[src/rtl/core/tmcf_pkg.sv]
// tmcf_pkg: shared types, constants and helpers for the texture mip chain footprint block
// no dependencies; used by tmcf_ctrl, tmcf_dp and texture_mip_chain_footprint_top
package tmcf_pkg;

    localparam int MAX_DIM_LOG2 = 11;
    localparam int DIM_W        = MAX_DIM_LOG2 + 1;
    localparam int SHIFT_W      = 4;
    localparam int FLAGS_W      = 3;
    localparam int FMT_W        = 5;
    localparam int TOTAL_W      = 40;
    localparam int ACC_W        = TOTAL_W + 1;
    localparam int SUM_W        = DIM_W + 2;
    localparam int P1_W         = 2 * DIM_W;
    localparam int P2_W         = 3 * DIM_W;
    localparam int SCALE_W      = ACC_W + 3;
    localparam int HALV_W       = 4;

    localparam logic [HALV_W-1:0] MAX_HALVINGS = 4'd13;
    localparam logic [TOTAL_W-1:0] TOTAL_MAX   = {TOTAL_W{1'b1}};

    // image flag bit positions
    localparam int FLAG_FULL_SIZE = 0;
    localparam int FLAG_SINGLE    = 1;
    localparam int FLAG_CUBE      = 2;

    // format code boundaries
    localparam logic [FMT_W-1:0] FMT_BC_8B_LAST   = 5'd0;
    localparam logic [FMT_W-1:0] FMT_BC_16B_LAST  = 5'd2;
    localparam logic [FMT_W-1:0] FMT_TEX_8B_LAST  = 5'd4;
    localparam logic [FMT_W-1:0] FMT_TEX_4B_LAST  = 5'd11;
    localparam logic [FMT_W-1:0] FMT_TEX_2B_LAST  = 5'd14;
    localparam logic [FMT_W-1:0] FMT_TEX_1B_LAST  = 5'd16;

    typedef struct packed {
        logic       known;
        logic       blk;
        logic [2:0] shamt;
    } t_fmt_info;

    typedef struct packed {
        logic load;
        logic issue;
        logic halve;
        logic finish;
    } t_dp_cmd;

    typedef struct packed {
        logic more;
        logic single;
    } t_dp_sts;

    function automatic t_fmt_info f_fmt_decode(input logic [FMT_W-1:0] fmt);
        t_fmt_info fi;
        fi = '{known: 1'b1, blk: 1'b0, shamt: 3'd0};
        if (fmt <= FMT_BC_8B_LAST) begin
            fi.blk   = 1'b1;
            fi.shamt = 3'd3;
        end else if (fmt <= FMT_BC_16B_LAST) begin
            fi.blk   = 1'b1;
            fi.shamt = 3'd4;
        end else if (fmt <= FMT_TEX_8B_LAST) begin
            fi.shamt = 3'd3;
        end else if (fmt <= FMT_TEX_4B_LAST) begin
            fi.shamt = 3'd2;
        end else if (fmt <= FMT_TEX_2B_LAST) begin
            fi.shamt = 3'd1;
        end else if (fmt <= FMT_TEX_1B_LAST) begin
            fi.shamt = 3'd0;
        end else begin
            fi.known = 1'b0;
        end
        return fi;
    endfunction

    function automatic logic [DIM_W-1:0] f_clamp1(input logic [DIM_W-1:0] v);
        return (v == '0) ? DIM_W'(1) : v;
    endfunction

endpackage

[src/rtl/core/texture_mip_chain_footprint_top.sv]
// texture_mip_chain_footprint_top: memory footprint of a texture and its mip chain
// depends on tmcf_pkg, tmcf_ctrl and tmcf_dp
//
// slave stream: one texture description per transfer; tuser carries flags and format,
// tdata carries width, height, depth and picmip shift
// master stream: one 40-bit byte count per texture, saturated at 2^40 - 1
// one texture is processed at a time; the slave side is ready only while the
// sequencer is idle
// the sequencer issues one mip level per cycle into a two-stage multiplier
// (width x height, then x depth) followed by the accumulator
// each item: load, one issue per mip level (1 to 12 levels), multiplier drain, then
// the cube scaling and saturation step that writes the result register
// the result sits in an output register: the next texture is taken while it waits
// if the receiver stalls with a result pending, the next texture finishes and
// holds in its last step until the pending result is taken
// reset (synchronous, active low) drops the master tvalid and returns to idle
module texture_mip_chain_footprint_top (
    input  logic        i_clk,
    input  logic        i_rst_n,
    input  logic        i_s_axis_tvalid,
    output logic        o_s_axis_tready,
    input  logic [39:0] i_s_axis_tdata,   // base_width, base_height, base_depth, picmip_shift
    input  logic [7:0]  i_s_axis_tuser,   // image_flags, texel_format
    output logic        o_m_axis_tvalid,
    input  logic        i_m_axis_tready,
    output logic [39:0] o_m_axis_tdata    // total_bytes
);

    tmcf_pkg::t_dp_cmd w_cmd;
    tmcf_pkg::t_dp_sts w_sts;

    tmcf_ctrl u_ctrl (
        .i_clk       (i_clk),
        .i_rst_n     (i_rst_n),
        .i_in_valid  (i_s_axis_tvalid),
        .o_in_ready  (o_s_axis_tready),
        .o_out_valid (o_m_axis_tvalid),
        .i_out_ready (i_m_axis_tready),
        .i_sts       (w_sts),
        .o_cmd       (w_cmd)
    );

    tmcf_dp u_dp (
        .i_clk    (i_clk),
        .i_rst_n  (i_rst_n),
        .i_cmd    (w_cmd),
        .o_sts    (w_sts),
        .i_flags  (i_s_axis_tuser[2:0]),
        .i_fmt    (i_s_axis_tuser[7:3]),
        .i_width  (i_s_axis_tdata[11:0]),
        .i_height (i_s_axis_tdata[23:12]),
        .i_depth  (i_s_axis_tdata[35:24]),
        .i_shift  (i_s_axis_tdata[39:36]),
        .o_total  (o_m_axis_tdata)
    );

endmodule

[src/rtl/core/tmcf_ctrl.sv]
// tmcf_ctrl: sequencer for one texture item: load, per-level issue, pipeline drain, result
// depends on tmcf_pkg (command and status structs, halving limit)
module tmcf_ctrl (
    input  logic              i_clk,
    input  logic              i_rst_n,
    input  logic              i_in_valid,
    output logic              o_in_ready,
    output logic              o_out_valid,
    input  logic              i_out_ready,
    input  tmcf_pkg::t_dp_sts i_sts,
    output tmcf_pkg::t_dp_cmd o_cmd
);

    localparam logic [1:0] S_IDLE  = 2'd0;
    localparam logic [1:0] S_RUN   = 2'd1;
    localparam logic [1:0] S_DRAIN = 2'd2;
    localparam logic [1:0] S_FIN   = 2'd3;

    logic [1:0]                  r_state, n_state;
    logic [tmcf_pkg::HALV_W-1:0] r_halv, n_halv;
    logic                        r_drain, n_drain;
    logic                        r_out_valid, n_out_valid;
    logic                        w_more;

    assign o_in_ready  = (r_state == S_IDLE);
    assign o_out_valid = r_out_valid;
    assign w_more      = i_sts.more && !i_sts.single && (r_halv != tmcf_pkg::MAX_HALVINGS);

    always_comb begin
        n_state     = r_state;
        n_halv      = r_halv;
        n_drain     = r_drain;
        n_out_valid = r_out_valid;
        o_cmd       = '0;
        if (r_out_valid && i_out_ready) begin
            n_out_valid = 1'b0;
        end
        unique case (r_state)
            S_IDLE: begin
                if (i_in_valid) begin
                    o_cmd.load = 1'b1;
                    n_halv     = '0;
                    n_state    = S_RUN;
                end
            end
            S_RUN: begin
                o_cmd.issue = 1'b1;
                if (w_more) begin
                    o_cmd.halve = 1'b1;
                    n_halv      = r_halv + 1'b1;
                end else begin
                    n_drain = 1'b0;
                    n_state = S_DRAIN;
                end
            end
            S_DRAIN: begin
                n_drain = 1'b1;
                if (r_drain) begin
                    n_state = S_FIN;
                end
            end
            S_FIN: begin
                if (!r_out_valid || i_out_ready) begin
                    o_cmd.finish = 1'b1;
                    n_out_valid  = 1'b1;
                    n_state      = S_IDLE;
                end
            end
            default: begin
                n_state = S_IDLE;
            end
        endcase
    end

    always_ff @(posedge i_clk) begin
        if (!i_rst_n) begin
            r_state     <= S_IDLE;
            r_halv      <= '0;
            r_drain     <= 1'b0;
            r_out_valid <= 1'b0;
        end else begin
            r_state     <= n_state;
            r_halv      <= n_halv;
            r_drain     <= n_drain;
            r_out_valid <= n_out_valid;
        end
    end

endmodule

[src/rtl/core/tmcf_dp.sv]
// tmcf_dp: dimension registers, two-stage level-size multiplier, accumulator, cube scaling
// depends on tmcf_pkg (widths, format decode, clamp helper, command and status structs)
module tmcf_dp (
    input  logic                           i_clk,
    input  logic                           i_rst_n,
    input  tmcf_pkg::t_dp_cmd              i_cmd,
    output tmcf_pkg::t_dp_sts              o_sts,
    input  logic [tmcf_pkg::FLAGS_W-1:0]   i_flags,
    input  logic [tmcf_pkg::FMT_W-1:0]     i_fmt,
    input  logic [tmcf_pkg::DIM_W-1:0]     i_width,
    input  logic [tmcf_pkg::DIM_W-1:0]     i_height,
    input  logic [tmcf_pkg::DIM_W-1:0]     i_depth,
    input  logic [tmcf_pkg::SHIFT_W-1:0]   i_shift,
    output logic [tmcf_pkg::TOTAL_W-1:0]   o_total
);

    localparam int DW = tmcf_pkg::DIM_W;

    logic [tmcf_pkg::FLAGS_W-1:0] r_flags;
    logic [tmcf_pkg::FMT_W-1:0]   r_fmt;
    logic [DW-1:0]                r_w, r_h, r_d;
    logic [tmcf_pkg::P1_W-1:0]    r_p1;
    logic [DW-1:0]                r_c1;
    logic                         r_v1;
    logic [tmcf_pkg::P2_W-1:0]    r_p2;
    logic                         r_v2;
    logic [tmcf_pkg::ACC_W-1:0]   r_acc;
    logic [tmcf_pkg::TOTAL_W-1:0] r_total;

    tmcf_pkg::t_fmt_info          w_fi;
    logic [DW:0]                  w_wr, w_hr;
    logic [DW-1:0]                w_a, w_b;
    logic [tmcf_pkg::SUM_W-1:0]   w_sum;
    logic [tmcf_pkg::TOTAL_W-1:0] w_level;
    logic [tmcf_pkg::SCALE_W-1:0] w_scaled;

    assign w_fi  = tmcf_pkg::f_fmt_decode(r_fmt);
    assign w_wr  = {1'b0, r_w} + (DW+1)'(3);
    assign w_hr  = {1'b0, r_h} + (DW+1)'(3);
    assign w_a   = w_fi.blk ? DW'(w_wr >> 2) : r_w;
    assign w_b   = w_fi.blk ? DW'(w_hr >> 2) : r_h;
    assign w_sum = tmcf_pkg::SUM_W'(r_w) + tmcf_pkg::SUM_W'(r_h) + tmcf_pkg::SUM_W'(r_d);

    assign w_level  = w_fi.known ? (tmcf_pkg::TOTAL_W'(r_p2) << w_fi.shamt) : '0;
    assign w_scaled = r_flags[tmcf_pkg::FLAG_CUBE]
                    ? ((tmcf_pkg::SCALE_W'(r_acc) << 2) + (tmcf_pkg::SCALE_W'(r_acc) << 1))
                    : tmcf_pkg::SCALE_W'(r_acc);

    assign o_sts.more   = (w_sum > tmcf_pkg::SUM_W'(3));
    assign o_sts.single = r_flags[tmcf_pkg::FLAG_SINGLE];
    assign o_total      = r_total;

    // item load and per-level halving
    always_ff @(posedge i_clk) begin
        if (i_cmd.load) begin
            r_flags <= i_flags;
            r_fmt   <= i_fmt;
            if (i_flags[tmcf_pkg::FLAG_FULL_SIZE]) begin
                r_w <= i_width;
                r_h <= i_height;
                r_d <= i_depth;
            end else begin
                r_w <= tmcf_pkg::f_clamp1(i_width >> i_shift);
                r_h <= tmcf_pkg::f_clamp1(i_height >> i_shift);
                r_d <= tmcf_pkg::f_clamp1(i_depth >> i_shift);
            end
        end else if (i_cmd.halve) begin
            r_w <= tmcf_pkg::f_clamp1(r_w >> 1);
            r_h <= tmcf_pkg::f_clamp1(r_h >> 1);
            r_d <= tmcf_pkg::f_clamp1(r_d >> 1);
        end
    end

    // level size pipeline: width x height, then x depth, then accumulate
    always_ff @(posedge i_clk) begin
        r_p1 <= w_a * w_b;
        r_c1 <= r_d;
        r_p2 <= r_p1 * tmcf_pkg::P1_W'(r_c1);
        if (i_cmd.load) begin
            r_acc <= '0;
        end else if (r_v2) begin
            r_acc <= r_acc + tmcf_pkg::ACC_W'(w_level);
        end
        if (i_cmd.finish) begin
            r_total <= (w_scaled > tmcf_pkg::SCALE_W'(tmcf_pkg::TOTAL_MAX))
                     ? tmcf_pkg::TOTAL_MAX : w_scaled[tmcf_pkg::TOTAL_W-1:0];
        end
    end

    always_ff @(posedge i_clk) begin
        if (!i_rst_n) begin
            r_v1 <= 1'b0;
            r_v2 <= 1'b0;
        end else begin
            r_v1 <= i_cmd.issue;
            r_v2 <= r_v1;
        end
    end

endmodule

[config.mk]
export PLATFORM = sky130hd
export DESIGN_NAME = texture_mip_chain_footprint_top
export DESIGN_NICKNAME = d
export VERILOG_FILES = /design/src/rtl/core/tmcf_pkg.sv /design/src/rtl/core/texture_mip_chain_footprint_top.sv /design/src/rtl/core/tmcf_ctrl.sv /design/src/rtl/core/tmcf_dp.sv
export SDC_FILE = /design/constraint.sdc
export NUM_CORES = 2
export LEC_CHECK = 0
export CAP_MARGIN = 40
export CORE_UTILIZATION = 45
export DETAILED_ROUTE_END_ITERATION = 12
export DONT_BUFFER_PORTS = 1
export GPL_ROUTABILITY_DRIVEN = 0
export SYNTH_ARGS = -nofsm -noshare
export SYNTH_HDL_FRONTEND = slang
export SYNTH_SLANG_ARGS = --single-unit
export TNS_END_PERCENT = 50
[constraint.sdc]
create_clock -name i_clk -period 15.71 [get_ports i_clk]
set_input_delay 1.571 -clock i_clk [delete_from_list [all_inputs] [get_ports i_clk]]
set_output_delay 1.571 -clock i_clk [all_outputs]
set_load 0.02 [all_outputs]
### Word-level counts from Yosys, hierarchy flattened

Cells that the tools add are included.

* bits in registers: 207
* input port bits: 52
* output and inout bits: 42
* logic and storage cells: 115

* add/sub/neg operators: 7
* multiply operators: 2
* order comparisons: 8
* equal/unequal tests: 9
* shift-type cells: 4
* muxes and demuxes: 50
* reduce and logical (&&, ||, !) cells: 19

Operators with widths (number)
* $mux W12: 14
* $logic_not A12 Y1: 6
* $add A43 B42 Y44: 1
* $gt A44 B40 Y1 const B: 1
* $mux W44: 1
* $add A41 B40 Y41: 1
* $mux W40: 1
* $shl A36 B3 Y40: 1
* $mul A24 B12 Y36: 1
* $shr A12 B4 Y12: 3
* $mux W11: 3
* $add A12 B2 Y13 const B: 2
* $mul A12 B12 Y24: 1
* $mux W1: 17
* $add A14 B12 Y14: 1
* $gt A14 B2 Y1 const B: 1
* $add A12 B12 Y13: 1
* $mux W4: 3
* $le A5 B4 Y1 const B: 2
* $mux W2: 5
* $mux W3: 3
* $pmux W2 S4: 1
* $pmux W4 S2: 1
* $ne A2 B1 Y1 const B: 3
* 18 further kinds: 25

### Logic depth before layout (Yosys ltp)

* depth in word-level cells: 9
* gate-level depth with buffers: 30
* gate-level depth less buffers: 28

### Cells and area by module

A second synthesis with hierarchy kept.

* cells, all modules: 3250
* area, all modules: 28224.6 um^2

By module, submodules not included
* tmcf_dp: instances 1, cells an instance 3189, area each 27645.3 um^2, sequential area each 4794.6 um^2
* tmcf_ctrl: instances 1, cells an instance 61, area each 579.3 um^2, sequential area each 160.2 um^2

### Worst setup path after synthesis

Ideal clock, no wire load.

* path type: flip-flop to flip-flop
* start: register u_dp.r_w[1]
* end: register u_dp.r_p1[23] (netlist bit)
* library setup time: 63 ps
* arrival time: 6246 ps
* required time: 15647 ps
* setup slack: 9401 ps
* stages on the path, launching flop included: 26
* buffers on the path: 0
* clock period less this slack: 6309 ps
* path through: edfxtp_1 nor2_1 nor2b_1 nand3_1 nor2_1 and4_1 nand2_1 xor2_1 o21ai_0 nand2_1 fa_1 fa_1 inv_1 fa_1 fa_1 inv_1 fa_1 inv_1 ha_1 and2_1 a31oi_1 nand3_1 a31oi_1 o21bai_1 or4_1 nand3_1

* cells in the longest elaborated chain, start to end: 3

Ends and longest elaborated chain
* start, declared: line tmcf_dp.sv:21 `logic [DW-1:0] r_w, r_h, r_d;`
* start signal, assigned: line tmcf_dp.sv:59 `r_w <= i_width;`
* start signal, assigned: line tmcf_dp.sv:63 `r_w <= tmcf_pkg::f_clamp1(i_width >> i_shift);`
* start signal, assigned: line tmcf_dp.sv:68 `r_w <= tmcf_pkg::f_clamp1(r_w >> 1);`
* $add A12 B2 Y13: line tmcf_dp.sv:38 `assign w_wr = {1'b0, r_w} + (DW+1)'(3);`
* $mux W12 (*): line tmcf_dp.sv:40 `assign w_a = w_fi.blk ? DW'(w_wr >> 2) : r_w;`
* $mul A12 B12 Y24 (*): line tmcf_dp.sv:76 `r_p1 <= w_a * w_b;`
* end signal, assigned: line tmcf_dp.sv:76
* end, declared: line tmcf_dp.sv:22 `logic [tmcf_pkg::P1_W-1:0] r_p1;`

Every way passes the cells marked *; elsewhere a longest branch is shown, timed or not.
A chain may end at the register's enable or synchronous reset.

### Worst setup path in the final report

* start: register u_dp.r_h[1]
* end: register u_dp.r_p1[21] (netlist bit)

* cells in the longest elaborated chain, start to end: 3

Ends and longest elaborated chain
* start, declared: line tmcf_dp.sv:21
* start signal, assigned: line tmcf_dp.sv:60 `r_h <= i_height;`
* start signal, assigned: line tmcf_dp.sv:64 `r_h <= tmcf_pkg::f_clamp1(i_height >> i_shift);`
* start signal, assigned: line tmcf_dp.sv:69 `r_h <= tmcf_pkg::f_clamp1(r_h >> 1);`
* $add A12 B2 Y13: line tmcf_dp.sv:39 `assign w_hr = {1'b0, r_h} + (DW+1)'(3);`
* $mux W12 (*): line tmcf_dp.sv:41 `assign w_b = w_fi.blk ? DW'(w_hr >> 2) : r_h;`
* $mul A12 B12 Y24 (*): line tmcf_dp.sv:76

Marked as above.

==> metrics.txt <==
outcome=complete, no violations; part of the Yosys area used for sequential elements=17.3%; Netlist Area Pre-Place=28700 um^2; TritonCTS Buffers=26; WL final=72800 um; Clk Latency, worst-skew pair=560 ps; Peak Freq=136 MHz; CTS tree=yes; First-pass DRT Iterations=5; post-synthesis mux area share=5.96%; main combinational cell family by area after synthesis=adder cells; Mean Syn Cell Area=8.57 um^2; Core Rows=92; wire length per cell=17.7 um; DR vias/cell=5.65; pin count of the biggest net entering global routing=66; YS warnings=0; Post-synth EDFFs=83; fin crit period=7370 ps; share of cells above drive strength 1=3.73%; first-pass GRT wire length=120000 um; Setup crit start kind=flop; WP data arrival=7840 ps; CTS root buf=clkbuf_16; worst min path class=reg2reg; CP Class=reg2reg; Nets=3873; unrepaired setup endpoints after global routing=no; Fin. Hold Viols=0; distinct cell type count after synthesis=79; Final ANT Viol Nets=0; grt ovf=0; Die X=255 um; final clock skew=31.1 ps; vias in the first global route=23600; asr flop ratio synth=0%; DRC Markers=0; initial antenna violation count=1; DIE HEIGHT=255 um; syn nets=3973; CTS H-tree depth=1; Post-Synth XOR/XNOR Area=3.75%; Slew Viols, Final=0; Iteration-0 DRC Markers=1378; CTS Sinks=206; clk buf depth=3; Synth Area in Compound Gates=15.5%; Post-Synth Simple-Gate Area=16.9%; Synth Register Bits=206; core box area=63100 um^2; FF-to-FF path depth=25; CP startpoint=u_dp.r_h[1]$_DFFE_PP_; reg2reg start=u_dp.r_h[1]$_DFFE_PP_; clock slew seen by the registers of the worst setup and hold paths=60 ps; Area growth syn-to-layout=5.99%; Starting Density=45.5%; hold path startpoint=u_dp.r_d[0]$_DFFE_PP_; die area=64800 um^2; Post-synth top flop=dfxtp_1; PortBufs=0; crit path max fanout=11; period utilization=46.9%; CP endpoint kind=flop; all-layer global routing usage=22.7%; Slew HR=37.0%; Boundary Pins=94; Slew @ Worst Pin=946 ps; final setup violation count=0; Post-Synth Adder-Cell Area=33.4%; Critical Path RT=16190 ps; via count=23300; WHS Path Cells=0; Mapped Cells=3350; setup tns final=0 ps; max cap viols=0; setup repair bufs after CTS=0; Hold Buf Count CTS=0; post-DP HPWL=58500 um; # resized after CTS=0
==> Yosys cell counts (all sizes together), types with 30 or more instances <==
| master | count | share of area, % |
|---|---|---|
| a211oi | 40 | 1.0 |
| a21o | 79 | 2.1 |
| a21oi | 184 | 3.2 |
| a22o | 31 | 0.95 |
| and2 | 111 | 2.4 |
| clkbuf | 147 | 1.9 |
| dfxtp | 123 | 8.6 |
| edfxtp | 83 | 8.7 |
| fa | 324 | 23 |
| ha | 247 | 11 |
| inv | 391 | 5.1 |
| mux2i | 145 | 5.1 |
| nand2 | 459 | 6.0 |
| nand2b | 30 | 0.65 |
| nand3 | 48 | 0.84 |
| nor2 | 241 | 3.2 |
| nor2b | 41 | 0.89 |
| nor3 | 34 | 0.59 |
| o21ai | 145 | 2.5 |
| xnor2 | 84 | 2.6 |
| xor2 | 38 | 1.2 |
==> sequential cells by signal (all words and copies together), names as in the netlist, 4 cells and up <==
| name | flops |
|---|---|
| u_dp.r_acc | 41 |
| u_ctrl.r_halv | 4 |
| u_dp.r_w | 12 |
| u_dp.r_d | 12 |
| u_dp.r_p2 | 36 |
| u_dp.r_c1 | 12 |
| u_dp.r_p1 | 24 |
| u_dp.r_fmt | 5 |
| u_dp.r_h | 12 |
| u_dp.o_total | 40 |
==> final cells by class <==
| class | count | area (um^2) |
|---|---|---|
| fill | 6098 | 32700 |
| sequential | 206 | 4960 |
| clock buffer | 37 | 873 |
| timing repair buffer | 32 | 280 |
| inverter | 392 | 1470 |
| clock inverter | 11 | 98.8 |
| antenna | 1 | 2.50 |
| multi-input combinational | 2592 | 21700 |
| tap | 846 | 1060 |
==> layout by cell type, fill, tap and decap left out, types with 7 or more instances in the layout <==
cell type	n
nor2_1	240
a22o_1	31
xor2_1	38
and2_1	111
a211o_1	10
dfxtp_1	122
o21ai_0	141
edfxtp_1	83
o21bai_1	13
a21boi_0	7
o211ai_1	20
nor2b_1	40
or2_2	14
xnor2_1	83
o21a_1	25
nand3_1	48
mux2_2	7
nand4_1	17
o22a_1	13
nand2_1	457
a21o_1	79
fa_1	324
ha_1	247
nor4_1	9
a211oi_1	39
nor3_1	34
buf_4	29
nand2b_1	30
a21oi_1	184
mux4_2	8
mux2i_1	145
a221oi_1	20
a31oi_1	20
clkbuf_16	34
and3_1	26
inv_1	389
o31ai_1	9
==> layer usage <==
metal  part of all wire (%)  vias to the layer above  GRT usage, %
li1                       -                    11100             -
met1                     43                    11400          29.2
met2                     49                      627          39.9
met3                    4.8                      139          2.58
met4                    2.9                        0          6.84
met5                      0                        -             0
==> critical path, stage by stage, from the launching register on <==
cell	delay [ps]
edfxtp_1	480
nor2_1	120
nor2b_1	160
nand3_1	190
nor2_1	220
nand4_1	170
nor2_1	240
xnor2_1	150
nor2_1	50
a21oi_1	730
nor2_1	180
fa_1	610
fa_1	450
fa_1	520
fa_1	550
inv_1	60
fa_1	530
inv_1	40
ha_1	350
and2_1	190
a31oi_1	180
nand3_1	140
a31oi_1	340
o21bai_1	170
nor4b_1	320
a211o_1	150
==> cells by family (layout without fill, tap and decap cells) <==
| logic type | Yosys count | in the layout |
|---|---|---|
| and+or+nand+nor | 1062 | 1062 |
| AOI/OAI and AO/OA | 677 | 677 |
| adders and majority gates | 571 | 571 |
| buffers and inverters | 552 | 472 |
| DFF | 206 | 206 |
| muxes | 160 | 160 |
| xor gates and xnor gates | 122 | 122 |
| other | 0 | 1 |
==> path summary, 6_finish.rpt <==
| kind | slack (ps) | endpoint |
|---|---|---|
| setup / recovery | 8340 | u_dp.r_p1[21]$_DFF_P_ |
| hold / removal | 410 | u_dp.r_c1[0]$_DFF_P_ |
| setup reg to reg | 8340 | u_dp.r_p1[21]$_DFF_P_ |
| hold reg to reg | 410 | u_dp.r_c1[0]$_DFF_P_ |
==> through the flow <==
stage / hold WS, ps / util, % / instances / setup slack [ps] / area (um^2)
detailed placement: 407 / 46.7 / 4068 / 8450 / 29400
global placement: 401 / 46.5 / 4058 / 8660 / 29300
finish: 414 / 48.2 / 4117 / 8340 / 30400
global route: 430 / 48.2 / 4116 / 7800 / 30400
floorplan: 355 / - / 3350 / 9400 / 28700
CTS: 423 / 48.2 / 4116 / 8400 / 30400
Power is left out: the tool's default activity adds up to more than one toggle a clock period on the data nets, which glitch-free logic cannot reach.
